## config.mk

```make
export PLATFORM = sky130hd
export DESIGN_NAME = cfce_ram
export DESIGN_NICKNAME = d
export VERILOG_FILES = /design/src/rtl/csp_forward_check_engine_assert.svh /design/src/rtl/cfce_ram.sv
export SDC_FILE = /design/constraint.sdc
export NUM_CORES = 1
export LEC_CHECK = 0
export BUFFER_PORTS_ARGS = -buffer_cell sky130_fd_sc_hd__buf_2
export CAP_MARGIN = 10
export CORE_MARGIN = 2
export CORE_UTILIZATION = 50
export DETAILED_ROUTE_END_ITERATION = 16
export PLACE_DENSITY = 0.71
export SYNTH_ARGS = -nofsm -noshare
export SYNTH_HDL_FRONTEND = slang
export SYNTH_SLANG_ARGS = --single-unit
```

## constraint.sdc

```tcl
create_clock -name i_clk -period 3.07 [get_ports i_clk]
set_input_delay 0.614 -clock i_clk [delete_from_list [all_inputs] [get_ports i_clk]]
set_output_delay 0.614 -clock i_clk [all_outputs]
set_load 0.005 [all_outputs]
```

## src/rtl/csp_forward_check_engine_assert.svh

```systemverilog
// assertion macros shared by the forward-check engine
`ifndef CSP_FORWARD_CHECK_ENGINE_ASSERT_SVH
`define CSP_FORWARD_CHECK_ENGINE_ASSERT_SVH

// same-cycle implication, disabled while reset is asserted
`define CFCE_ASSERT_IMP(lbl, clk, rst_n, ante, cons, msg) \
    lbl: assert property (@(posedge clk) disable iff (!(rst_n)) (ante) |-> (cons)) \
        else $error(msg);

// next-cycle implication, disabled while reset is asserted
`define CFCE_ASSERT_NXT(lbl, clk, rst_n, ante, cons, msg) \
    lbl: assert property (@(posedge clk) disable iff (!(rst_n)) (ante) |=> (cons)) \
        else $error(msg);

`endif

```

## src/rtl/cfce_ram.sv

```systemverilog
`timescale 1ns / 1ps
// ----------------------------------------------------------------------------
// cfce_ram
// Generic simple dual-port RAM: one write port, one read port, registered
// read data.
// ----------------------------------------------------------------------------
module cfce_ram #(
    parameter int WIDTH = 16,
    parameter int DEPTH = 16
) (
    input  logic                                  i_clk,
    input  logic                                  i_we,
    input  logic [(DEPTH > 1 ? $clog2(DEPTH) : 1)-1:0] i_waddr,
    input  logic [WIDTH-1:0]                      i_wdata,
    input  logic [(DEPTH > 1 ? $clog2(DEPTH) : 1)-1:0] i_raddr,
    output logic [WIDTH-1:0]                      o_rdata
);

    logic [WIDTH-1:0] r_mem [DEPTH];
    logic [WIDTH-1:0] r_rdata;

    // write port and registered read port
    always_ff @(posedge i_clk) begin
        if (i_we) begin
            r_mem[i_waddr] <= i_wdata;
        end
        r_rdata <= r_mem[i_raddr];
    end

    assign o_rdata = r_rdata;

endmodule

```

==> results.txt <==
Dpl cell area: 0.0108 sq mm
Largest driver fanout on the critical path: 7
Fmax: 593 MHz
Total CTS buffers: 27
Kind of critical path: input pin to flip-flop
DPL Wire Length: 10,900 microns
Post_cts resized: 0
# H-tree levels: 1
Final core utilization: 59.7%
Largest net degree at the start of global routing: 65
Pre-CTS WS: 0.836 ns
Final worst setup slack: 1.38 ns
Top-level I/O count: 42
Cells after Synth: 432
Status: completed
Mean Syn Cell Area: 23.2 sq um
DRC Markers: 0
Critical Path RT: 3.32 ns
Synthesis-to-layout area growth: 16.4%
Post-synthesis cell type count: 19
Final Slew Violations: 0
Max cap viols: 0
GRT met3 Usage: 3.67%
Root buffer cell: clkbuf_16
DR vias: 4,626
Number of synthesis warnings: 0
Final net count: 535
DIE WIDTH: 146 microns
GRT overflow: 0
Via density per instance: 5.83
Final Cycle Share: 54.9%
Post-CTS Repair Setup Buffers: 0
LEAKAGE: 3.86 nW
Global-route wire length before repair: 30,200 microns
Die H: 146 microns
ANT nets after route: 0
Final Hold Viols: 0
Synth Register Bits: 272
Post-Syn Nets: 458
WP data arrival: 1.93 ns
Worst min path class: input pin to flip-flop
Sequential area share after synthesis: 79.7%
Clk Latency, worst-skew pair: 0.53 ns
Final setup violation count: 0
Cts hold-fix bufs: 0
Setup Skew: 0.00927 ns
Top Usage Layer GRT: met2
Setup TNS: 0 ns
Final wirelength: 19,800 microns
Maximum vdd ir drop: 0.426 mV
Share of layout cells above drive strength 1: 34.4%
EDFF count, synth: 256
Post-route cell area: 0.0117 sq mm
TritonCTS clock tree: built
RSZ-0062 raised after global routing: no
Primary FF master, synth: edfxtp_1
Vias in the first global route: 4,790
PD cells: 683 mW/mm^2
Async SR Flop Fraction: 0%
Clock Sinks: 272
Startpoint types: input pin
Initial core utilization: 51.3%
Grt met1 use: 25.6%
Row count: 51
Detailed Routing Iterations Pass 1: 4
Initial antenna violation count: 0
Tot Pwr: 0.00799 W
Routed wire per std cell: 24.9 microns
Final worst path period need: 1.69 ns
Area of the core: 0.0196 sq mm
Grt met2 use: 32.7%
Gr usage total: 19.1%
Routability cong.: 0.751
Crit. End Element: flip-flop
Worst-margin pin slew: 0.452 ns
Worst slew margin: 69.8%
Clock transition at the registers of the reported paths: 0.06 ns
Mapped cell area: 0.0100 sq mm
Full die area: 0.0212 sq mm
Ant diodes: 0
Worst hold stages: 1
Buffers added on ports: 41
R2R depth: 3
CTS max path bufs: 3
Number of DRC markers in iteration 0: 424
## per-stage QoR
step | cells | hold slack [ns]
after floorplan | 432 | 0.635
after global placement | 745 | 0.653
after detailed placement | 745 | 0.659
after CTS | 794 | 0.446
after global routing | 794 | 0.457
final | 794 | 0.456
## cells in the final DEF, fill, tap and decap left out, drive strengths merged
cell type / Yosys / final
edfxtp: 256 / 256
buf: 13 / 69
mux4: 64 / 64
a22oi: 32 / 32
clkbuf: 8 / 29
nand2: 17 / 17
dfxtp: 16 / 16
nor2: 13 / 13
clkinv: 0 / 11
bufinv: 0 / 6
nor3: 4 / 4
nor2b: 2 / 2
nand3b: 2 / 2
nand2b: 2 / 2
inv: 0 / 2
and2: 1 / 1
nand3: 1 / 1
or3b: 1 / 1
clkinvlp: 0 / 1
## worst paths after layout
kind	endpoint	slack [ns]	start
max	r_mem[2][10]$_DFFE_PP_	1.38	i_waddr[2]
min	r_mem[9][5]$_DFFE_PP_	0.46	i_wdata[5]
max reg2reg	o_rdata[10]$_DFF_P_	1.67	r_mem[1][10]$_DFFE_PP_
min reg2reg	o_rdata[8]$_DFF_P_	0.67	r_mem[14][8]$_DFFE_PP_
## routing by layer
layer	share of wire, %	up-vias	wire (microns)
li1	-	1987	-
met5	0	-	0
met3	7.6	36	1500
met4	2.3	0	459
met1	39	2406	7790
met2	51	197	10000
## where the power goes
part	total (W)	internal [W]	leakage, nW	switching [W]
combinational	0.000365	0.000158	0.949	0.000207
clock	0.00345	0.00211	0.460	0.00134
sequential	0.00417	0.00415	2.45	0.0000212
total	0.00799	0.00642	3.86	0.00157
## flip-flops by register name (all words and copies together), names as in the netlist
signal and cells:
o_rdata 16, r_mem 256
## worst max-delay path, cell delays in order
cell	delay [ns]
buf_2	0.12
or3b_2	0.55
nor2_2	0.39
buf_4	0.25
## final cells by class
type | instances | area (sq um)
Timing Repair Buffer | 69 | 455
Clock inverter | 20 | 254
Clock buffer | 29 | 683
Fill cell | 1370 | 7900
Multi-Input combinational cell | 139 | 1960
Tap cell | 265 | 332
Sequential cell | 272 | 8010
## cell usage after synthesis, types with 2 or more instances
library cell	number	area, sq um
dfxtp_1	16	320
nand2_1	17	63.8
buf_4	3	22.5
mux4_2	54	1220
nor3_1	4	20.0
nor2_1	13	48.8
buf_2	3	15.0
mux4_1	10	263
nand3b_1	2	15.0
edfxtp_1	256	7690
buf_6	4	45.0
nand2b_1	2	12.5
buf_1	3	11.3
a22oi_1	32	240
nor2b_1	2	12.5
clkbuf_1	8	30.0
## kinds of logic (layout without fill, tap and decap cells)
logic type             count (synthesis)  after routing  share of synthesized area (%)
flip-flops                           272            272                           79.7
multiplexers                          64             64                           14.7
AND/OR/NAND/NOR                       43             43                           1.92
buffers and inverters                 21            118                           1.23
AO/OA/AOI/OAI                         32             32                           2.39
Power figures use the tool's default switching activity.
