[src/rtl/csp_forward_check_engine_assert.svh]
// assertion macros shared by the forward-check engine
`ifndef CSP_FORWARD_CHECK_ENGINE_ASSERT_SVH
`define CSP_FORWARD_CHECK_ENGINE_ASSERT_SVH

// same-cycle implication, disabled while reset is asserted
`define CFCE_ASSERT_IMP(lbl, clk, rst_n, ante, cons, msg) \
    lbl: assert property (@(posedge clk) disable iff (!(rst_n)) (ante) |-> (cons)) \
        else $error(msg);

// next-cycle implication, disabled while reset is asserted
`define CFCE_ASSERT_NXT(lbl, clk, rst_n, ante, cons, msg) \
    lbl: assert property (@(posedge clk) disable iff (!(rst_n)) (ante) |=> (cons)) \
        else $error(msg);

`endif

[src/rtl/cfce_pkg.sv]
`timescale 1ns / 1ps
// ----------------------------------------------------------------------------
// cfce_pkg
// Field widths, request and register codes and the shared-unit types of the
// forward-check engine.
// ----------------------------------------------------------------------------
package cfce_pkg;

    // field widths fixed by the interface
    localparam int REQ_W      = 3;
    localparam int VAR_W      = 4;
    localparam int VAL_W      = 4;
    localparam int ROW_W      = 16;
    localparam int CNT_W      = 5;
    localparam int CFG_IDX_W  = 1;

    // largest variable and value counts the fields can address
    localparam int FIELD_VARS = 16;
    localparam int FIELD_VALS = 16;

    // request codes
    localparam logic [REQ_W-1:0] REQ_LOAD_ROW = 3'd0;
    localparam logic [REQ_W-1:0] REQ_LOAD_DOM = 3'd1;
    localparam logic [REQ_W-1:0] REQ_CHECK    = 3'd2;
    localparam logic [REQ_W-1:0] REQ_ASSIGN   = 3'd3;
    localparam logic [REQ_W-1:0] REQ_READ_DOM = 3'd4;

    // configuration register indexes
    localparam logic [CFG_IDX_W-1:0] CFG_VAR_COUNT = 1'b0;
    localparam logic [CFG_IDX_W-1:0] CFG_VAL_COUNT = 1'b1;

    localparam logic [CNT_W-1:0] CNT_RESET = 5'd16;

    // operands of the shared mask unit
    typedef struct packed {
        logic [ROW_W-1:0] row;
        logic [ROW_W-1:0] dom;
        logic [ROW_W-1:0] vmask;
        logic [VAL_W-1:0] bit_sel;
    } t_unit_in;

    // results of the shared mask unit
    typedef struct packed {
        logic             bit_clear;
        logic [ROW_W-1:0] dom_new;
        logic             dom_empty;
    } t_unit_out;

endpackage

[src/rtl/cfce_mask_unit.sv]
`timescale 1ns / 1ps
// ----------------------------------------------------------------------------
// cfce_mask_unit
// Shared bit test and domain prune unit, used once per visited variable.
// ----------------------------------------------------------------------------
module cfce_mask_unit (
    input  cfce_pkg::t_unit_in  i_op,
    output cfce_pkg::t_unit_out o_res
);

    logic [cfce_pkg::ROW_W-1:0] dom_new;

    // prune only the in-use values, keep the rest of the domain
    assign dom_new         = i_op.dom & (i_op.row | ~i_op.vmask);
    assign o_res.dom_new   = dom_new;
    assign o_res.dom_empty = ((dom_new & i_op.vmask) == '0);
    // forbidden tuple when the selected row bit is clear
    assign o_res.bit_clear = ~i_op.row[i_op.bit_sel];

endmodule

[config.mk]
export PLATFORM = sky130hd
export DESIGN_NAME = cfce_mask_unit
export DESIGN_NICKNAME = d
export VERILOG_FILES = /design/src/rtl/csp_forward_check_engine_assert.svh /design/src/rtl/cfce_pkg.sv /design/src/rtl/cfce_mask_unit.sv
export SDC_FILE = /design/constraint.sdc
export NUM_CORES = 1
export LEC_CHECK = 0
export ABC_CLOCK_PERIOD_IN_PS = 2600
export BUFFER_PORTS_ARGS = -buffer_cell sky130_fd_sc_hd__buf_2
export CAP_MARGIN = 20
export CORE_MARGIN = 3
export CORE_UTILIZATION = 32
export DETAILED_ROUTE_END_ITERATION = 12
export GPL_TIMING_DRIVEN = 0
export PLACE_DENSITY = 0.91
export SETUP_SLACK_MARGIN = 0.02
export SLEW_MARGIN = 20
export SYNTH_ARGS = -nofsm -noshare
export SYNTH_HDL_FRONTEND = slang
export SYNTH_SLANG_ARGS = --single-unit
export TNS_END_PERCENT = 1
[constraint.sdc]
create_clock -name vclk -period 2.6
set_input_delay 0.13 -clock vclk [all_inputs]
set_output_delay 0.13 -clock vclk [all_outputs]
set_load 0.01 [all_outputs]
==> results of run 1 <==
## metal layers
layer  up-vias  part of all wire, %
li1        367                    -
met1       329                   35
met2        43                   53
met3         0                   13
met4         0                    0
met5         -                    0
## metrics by stage
stage / total power, mW / util [%] / hold WS (ns) / area, sq um
after floorplan: 0.04979 / - / 0.3790 / 427.9
after global placement: 0.1190 / 67.09 / 0.5329 / 795.8
after detailed placement: 0.1243 / 67.09 / 0.5391 / 795.8
after CTS: 0.1245 / 67.09 / 0.5384 / 795.8
after global routing: 0.1384 / 67.09 / 0.5575 / 795.8
final: 0.1236 / 67.09 / 0.5368 / 795.8
## logic make-up after synthesis
group | count (synthesis) | share of synthesized area [%]
mux | 7 | 31.87
buf+inv | 16 | 14.04
compound gates | 16 | 28.07
simple gates | 21 | 26.02
## area by class of cell
cell class	count	area (sq um)	area share, %
well taps	14	17.52	2.201
inverters	16	60.06	7.547
repair buffers	70	350.3	44.03
multi-input cells	44	367.9	46.23
## critical path: stages
cell	delay, ns
buf_2	0.14
mux4_1	0.58
mux2i_1	0.16
mux2_2	0.16
buf_2	0.12
## where the power goes
group	internal [mW]	switching, mW	total, mW
Combinational	0.0673	0.0563	0.124
Sequential	0	0	0
Clock	0	0	0
## Yosys cell counts
cell type | n | area, sq um
inv_1 | 16 | 60.06
mux2i_1 | 2 | 20.02
nand3_1 | 16 | 80.08
a21boi_0 | 16 | 120.1
nor4_1 | 1 | 6.260
nand4_1 | 4 | 25.02
mux4_1 | 4 | 105.1
mux2_2 | 1 | 11.26
## cells in the final DEF, fill, tap and decap left out
cell type,netlist,routed
buf_2,0,70
nand4_1,4,4
a21boi_0,16,16
mux4_1,4,4
mux2_2,1,1
nand3_1,16,16
inv_1,16,16
mux2i_1,2,2
nor4_1,1,1
## worst max-delay path by stage
stage	from	slack, ns	endpoint
3_3_place_gp	i_op[0]	1.24	o_res[17]
6_report	i_op[0]	1.17	o_res[17]
3_5_place_dp	i_op[0]	1.15	o_res[17]
2_1_floorplan	i_op[0]	1.52	o_res[17]
4_1_cts	i_op[0]	1.16	o_res[17]
5_1_grt	i_op[0]	1.13	o_res[17]
==> flow_summary_export.csv, run 1 <==
group,metric,value,unit
floorplan,rows,12,
floorplan,ios,70,
power_and_ir_drop,powerDensity,155.3,nW/um^2
global_routing,busiest_layer,"met2",
power_and_ir_drop,leakage,0.4993,nW
global_routing,grt_overflow,0,
detailed_routing,drtPass1Iterations,4,
synthesis,synth_fp_nets,112,
place,place_hpwl,1640,um
clocking,cts_hold_buf,0,
hold_path,min_to,"o_res[12]",
place,place.port_buffers,70,
detailed_routing,ant_nets,0,
cells_and_area,syn_to_final_growth,85.97,%
floorplan,die_h,42.57,um
status,outcome,"complete, no violations",
global_routing,grt_pass1_vias,695,
hold_path,worstHoldPathCells,3,
global_routing,grt_max_degree,5,
sta,fin_crit,1.426,ns
cells_and_area,numSequentialCells,0,
detailed_routing,vias_per_cell,5.132,
global_routing,antenna_found_initial,0,
synthesis,synth.lib_cells_used.distinct,8,
synthesis,ys_seq_area_share,0,%
floorplan,start_util,36.08,%
clocking,ctsResizeCount,0,
power_and_ir_drop,worst_ir_drop_vdd,0.00007543,V
synthesis,syn-cell-area,427.9,sq um
global_routing,grtUsageMet3,3.004,%
setup_path,crit_required,2.47,ns
sta,max_freq,701.2,MHz
sta,setup_viol,0,
hold_path,hp-start,"i_op[15]",
sta,setup-tns-final,0,ns
sta,period_share,54.85,%
global_routing,grt_pass1_wl,2898,um
place,gp_congestion,0.7414,
floorplan,die_area,1812,sq um
sta,worst_pin_slew,0.1968,ns
cells_and_area,layout.cells.non_filler,144,
global_routing,grt_usage,19.58,%
floorplan,core_region_area,1186,sq um
hold_path,min_path_type,"input pin to output pin",
detailed_routing,drt-wirelength-per-cell,12.13,um
setup_path,crit_path_end_kind,"output pin",
sta,relSlewSlack,86.76,%
synthesis,yosys_warnings,0,
setup_path,worstPathArrival,1.30,ns
sta,rsz0062_at_grt,"false",
flow_run,cap_violations,0,
clocking,cts_setup_buffers,0,
floorplan,fp.dieW,42.57,um
setup_path,path_class,"input pin to output pin",
place,dp_slack,1.154,ns
place,dp_cells,144,
sta,final-hold-violation-count,0,
detailed_routing,drc,0,
sta,drv_slew,0,
sta,setup_slack,1.174,ns
setup_path,path_max_fanout,4,
cells_and_area,clock_buffer_count,0,
global_routing,use_met1,21.48,%
cells_and_area,diodes,0,
global_routing,gr-usage-met2,40.43,%
detailed_routing,wirelength,1746,um
cells_and_area,nets,184,
setup_path,crit_path_start_kind,"input pin",
synthesis,avgSynthCellArea,7.132,sq um
synthesis,synthCells,60,
cells_and_area,drive_gt1_share,54.62,%
cells_and_area,ff_latch_area,0,sq um
detailed_routing,dr.first_iter.drc_count,11,
cells_and_area,fillCellCount,96,
detailed_routing,vias,739,
No activity file was read; power rests on OpenSTA's default activity.
==> run 2: changes to the inputs <==
--- a/config.mk
+++ b/config.mk
@@ -5,14 +5,14 @@
 export SDC_FILE = /design/constraint.sdc
 export NUM_CORES = 1
 export LEC_CHECK = 0
-export ABC_CLOCK_PERIOD_IN_PS = 2600
+export ABC_CLOCK_PERIOD_IN_PS = 1200
 export BUFFER_PORTS_ARGS = -buffer_cell sky130_fd_sc_hd__buf_2
 export CAP_MARGIN = 20
 export CORE_MARGIN = 3
-export CORE_UTILIZATION = 32
+export CORE_UTILIZATION = 27
 export DETAILED_ROUTE_END_ITERATION = 12
 export GPL_TIMING_DRIVEN = 0
-export PLACE_DENSITY = 0.91
+export PLACE_DENSITY = 0.81
 export SETUP_SLACK_MARGIN = 0.02
 export SLEW_MARGIN = 20
 export SYNTH_ARGS = -nofsm -noshare
==> constraint.sdc (replaced) <==
create_clock -name vclk -period 1.2
set_input_delay 0.06 -clock vclk [all_inputs]
set_output_delay 0.06 -clock vclk [all_outputs]
set_load 0.01 [all_outputs]
==> run 2 against run 1 <==
  * Core utilization decreased by 9.6 points
  * Clock-buffer cell count unchanged
  * Worst setup slack got worse by 1.1 ns
  * Sequential share of layout area unchanged
  * Flip-flop and latch count unchanged
  * Wire length increased by 0.40%
  * Total power increased by 130%
  * Combinational power increased by 130%
  * Critical endpoint unchanged
  * Highest routed layer unchanged
==> flow_summary_export.csv, run 2 (same netlist as run 1, synthesis figures left out) <==
group,metric,value,unit
hold_path,min_path_type,"input pin to output pin",
cells_and_area,layout_commonest_cell,"buf_2",
floorplan,die_h,45.81,um
place,place_hpwl,1583,um
sta,max_freq,898.1,MHz
place,dp_slack,-0.05496,ns
setup_path,crit_required,1.14,ns
detailed_routing,vias_per_cell,5.041,
global_routing,grt_overflow,0,
sta,period_share,92.79,%
setup_path,cpMostUsedCell,"buf_6",
cells_and_area,layout.cells.non_filler,145,
sta,worst_pin_slew,0.2038,ns
place,dp_cells,145,
power_and_ir_drop,powerDensity,356.8,nW/um^2
floorplan,ios,70,
sta,fin_crit,1.113,ns
cells_and_area,numSequentialCells,0,
setup_path,cp_slowest_stage_delay,0.50,ns
sta,final-hold-violation-count,0,
cells_and_area,layout_common_cells,"buf_2, inv_1, a21boi_0, nand3_1",
floorplan,core_region_area,1399,sq um
sta,drv_slew,0,
power_and_ir_drop,leakage,0.4934,nW
sta,relSlewSlack,86.29,%
detailed_routing,drc,0,
global_routing,antenna_found_initial,0,
global_routing,gr-usage-met2,31.20,%
floorplan,die_area,2099,sq um
cells_and_area,ff_latch_area,0,sq um
floorplan,rows,13,
cells_and_area,clock_buffer_count,0,
status,outcome,"complete, no violations",
power_and_ir_drop,worst_ir_drop_vdd,0.0001561,V
cells_and_area,syn_to_final_growth,88.01,%
cells_and_area,diodes,0,
detailed_routing,dr.first_iter.drc_count,5,
setup_path,slowest_stage,"mux4_2",
floorplan,fp.dieW,45.81,um
detailed_routing,wirelength,1753,um
setup_path,worstPathArrival,1.05,ns
sta,setup_viol,0,
setup_path,worstPathCellList,"buf_6 > mux4_2 > mux2i_1 > mux2_4 > buf_6",
place,place.port_buffers,70,
detailed_routing,drt-wirelength-per-cell,12.09,um
global_routing,grtUsageMet3,0.7905,%
detailed_routing,vias,731,
global_routing,use_met1,21.36,%
setup_path,crit_path_start_kind,"input pin",
cells_and_area,nets,184,
global_routing,grt_usage,16.41,%
cells_and_area,drive_gt1_share,57.69,%
sta,rsz0062_at_grt,"false",
place,gp_congestion,0.6345,
power_and_ir_drop,power,287.1,uW
clocking,cts_hold_buf,0,
flow_run,cap_violations,0,
global_routing,grt_pass1_wl,2697,um
sta,setup_slack,0.08657,ns
setup_path,crit_path_end_kind,"output pin",
global_routing,grt_pass1_vias,700,
global_routing,grt_max_degree,5,
detailed_routing,drtPass1Iterations,2,
setup_path,path_class,"input pin to output pin",
setup_path,path_max_fanout,4,
sta,setup-tns-final,0,ns
clocking,cts_setup_buffers,0,
global_routing,busiest_layer,"met2",
cells_and_area,fin_util,57.51,%
detailed_routing,ant_nets,0,
floorplan,start_util,30.59,%
[run 2: cell count changes in the layout (fill, tap and decap cells not counted)]
cell	before	now
mux4_1	4	0
mux2_2	1	0
buf_2	70	67
mux2_4	0	1
mux4_2	0	4
buf_6	0	3
[run 2: metrics by stage]
stage | hold slack [ns] | cell area (sq um)
final | 0.3954 | 804.5
after floorplan | 0.2390 | 427.9
after global placement | 0.3927 | 797.0
after CTS | 0.3997 | 787.0
after detailed placement | 0.3968 | 797.0
after global routing | 0.4171 | 804.5
[run 2: cell type report]
cell class                 count  area, sq um
fill                         135        594.3
timing repair buffer          70        369.1
multi-input combinational     44        356.6
tap                           15        18.77
inverter                      16        60.06
[run 2: repair_timing]
item | CTS | global route
pin swaps | 0 | 0
resized for setup | 6 | 4
endpoints found under the setup margin | 1 | 1
[run 2: power breakdown]
part	total, mW	leakage [nW]	internal, mW	switching [mW]
Clock	0	0	0	0
Combinational	0.287	0.493	0.161	0.126
Sequential	0	0	0	0
[run 2: final timing paths]
check | startpoint | to | slack [ns] | cells after the start
worst max-delay path | i_op[0] | o_res[17] | 0.09 | 5
worst min-delay path | i_op[17] | o_res[14] | 0.40 | 3
[run 2: critical path: cells and delay by family]
kind                   cells  cell delay (ns)
muxes                      3             0.80
buffers and inverters      2             0.19
[run 2: per-layer routing]
layer  vias up  wire length (um)
li1        364                 -
met1       324               642
met2        43               867
met3         0               243
met4         0                 0
met5         -                 0
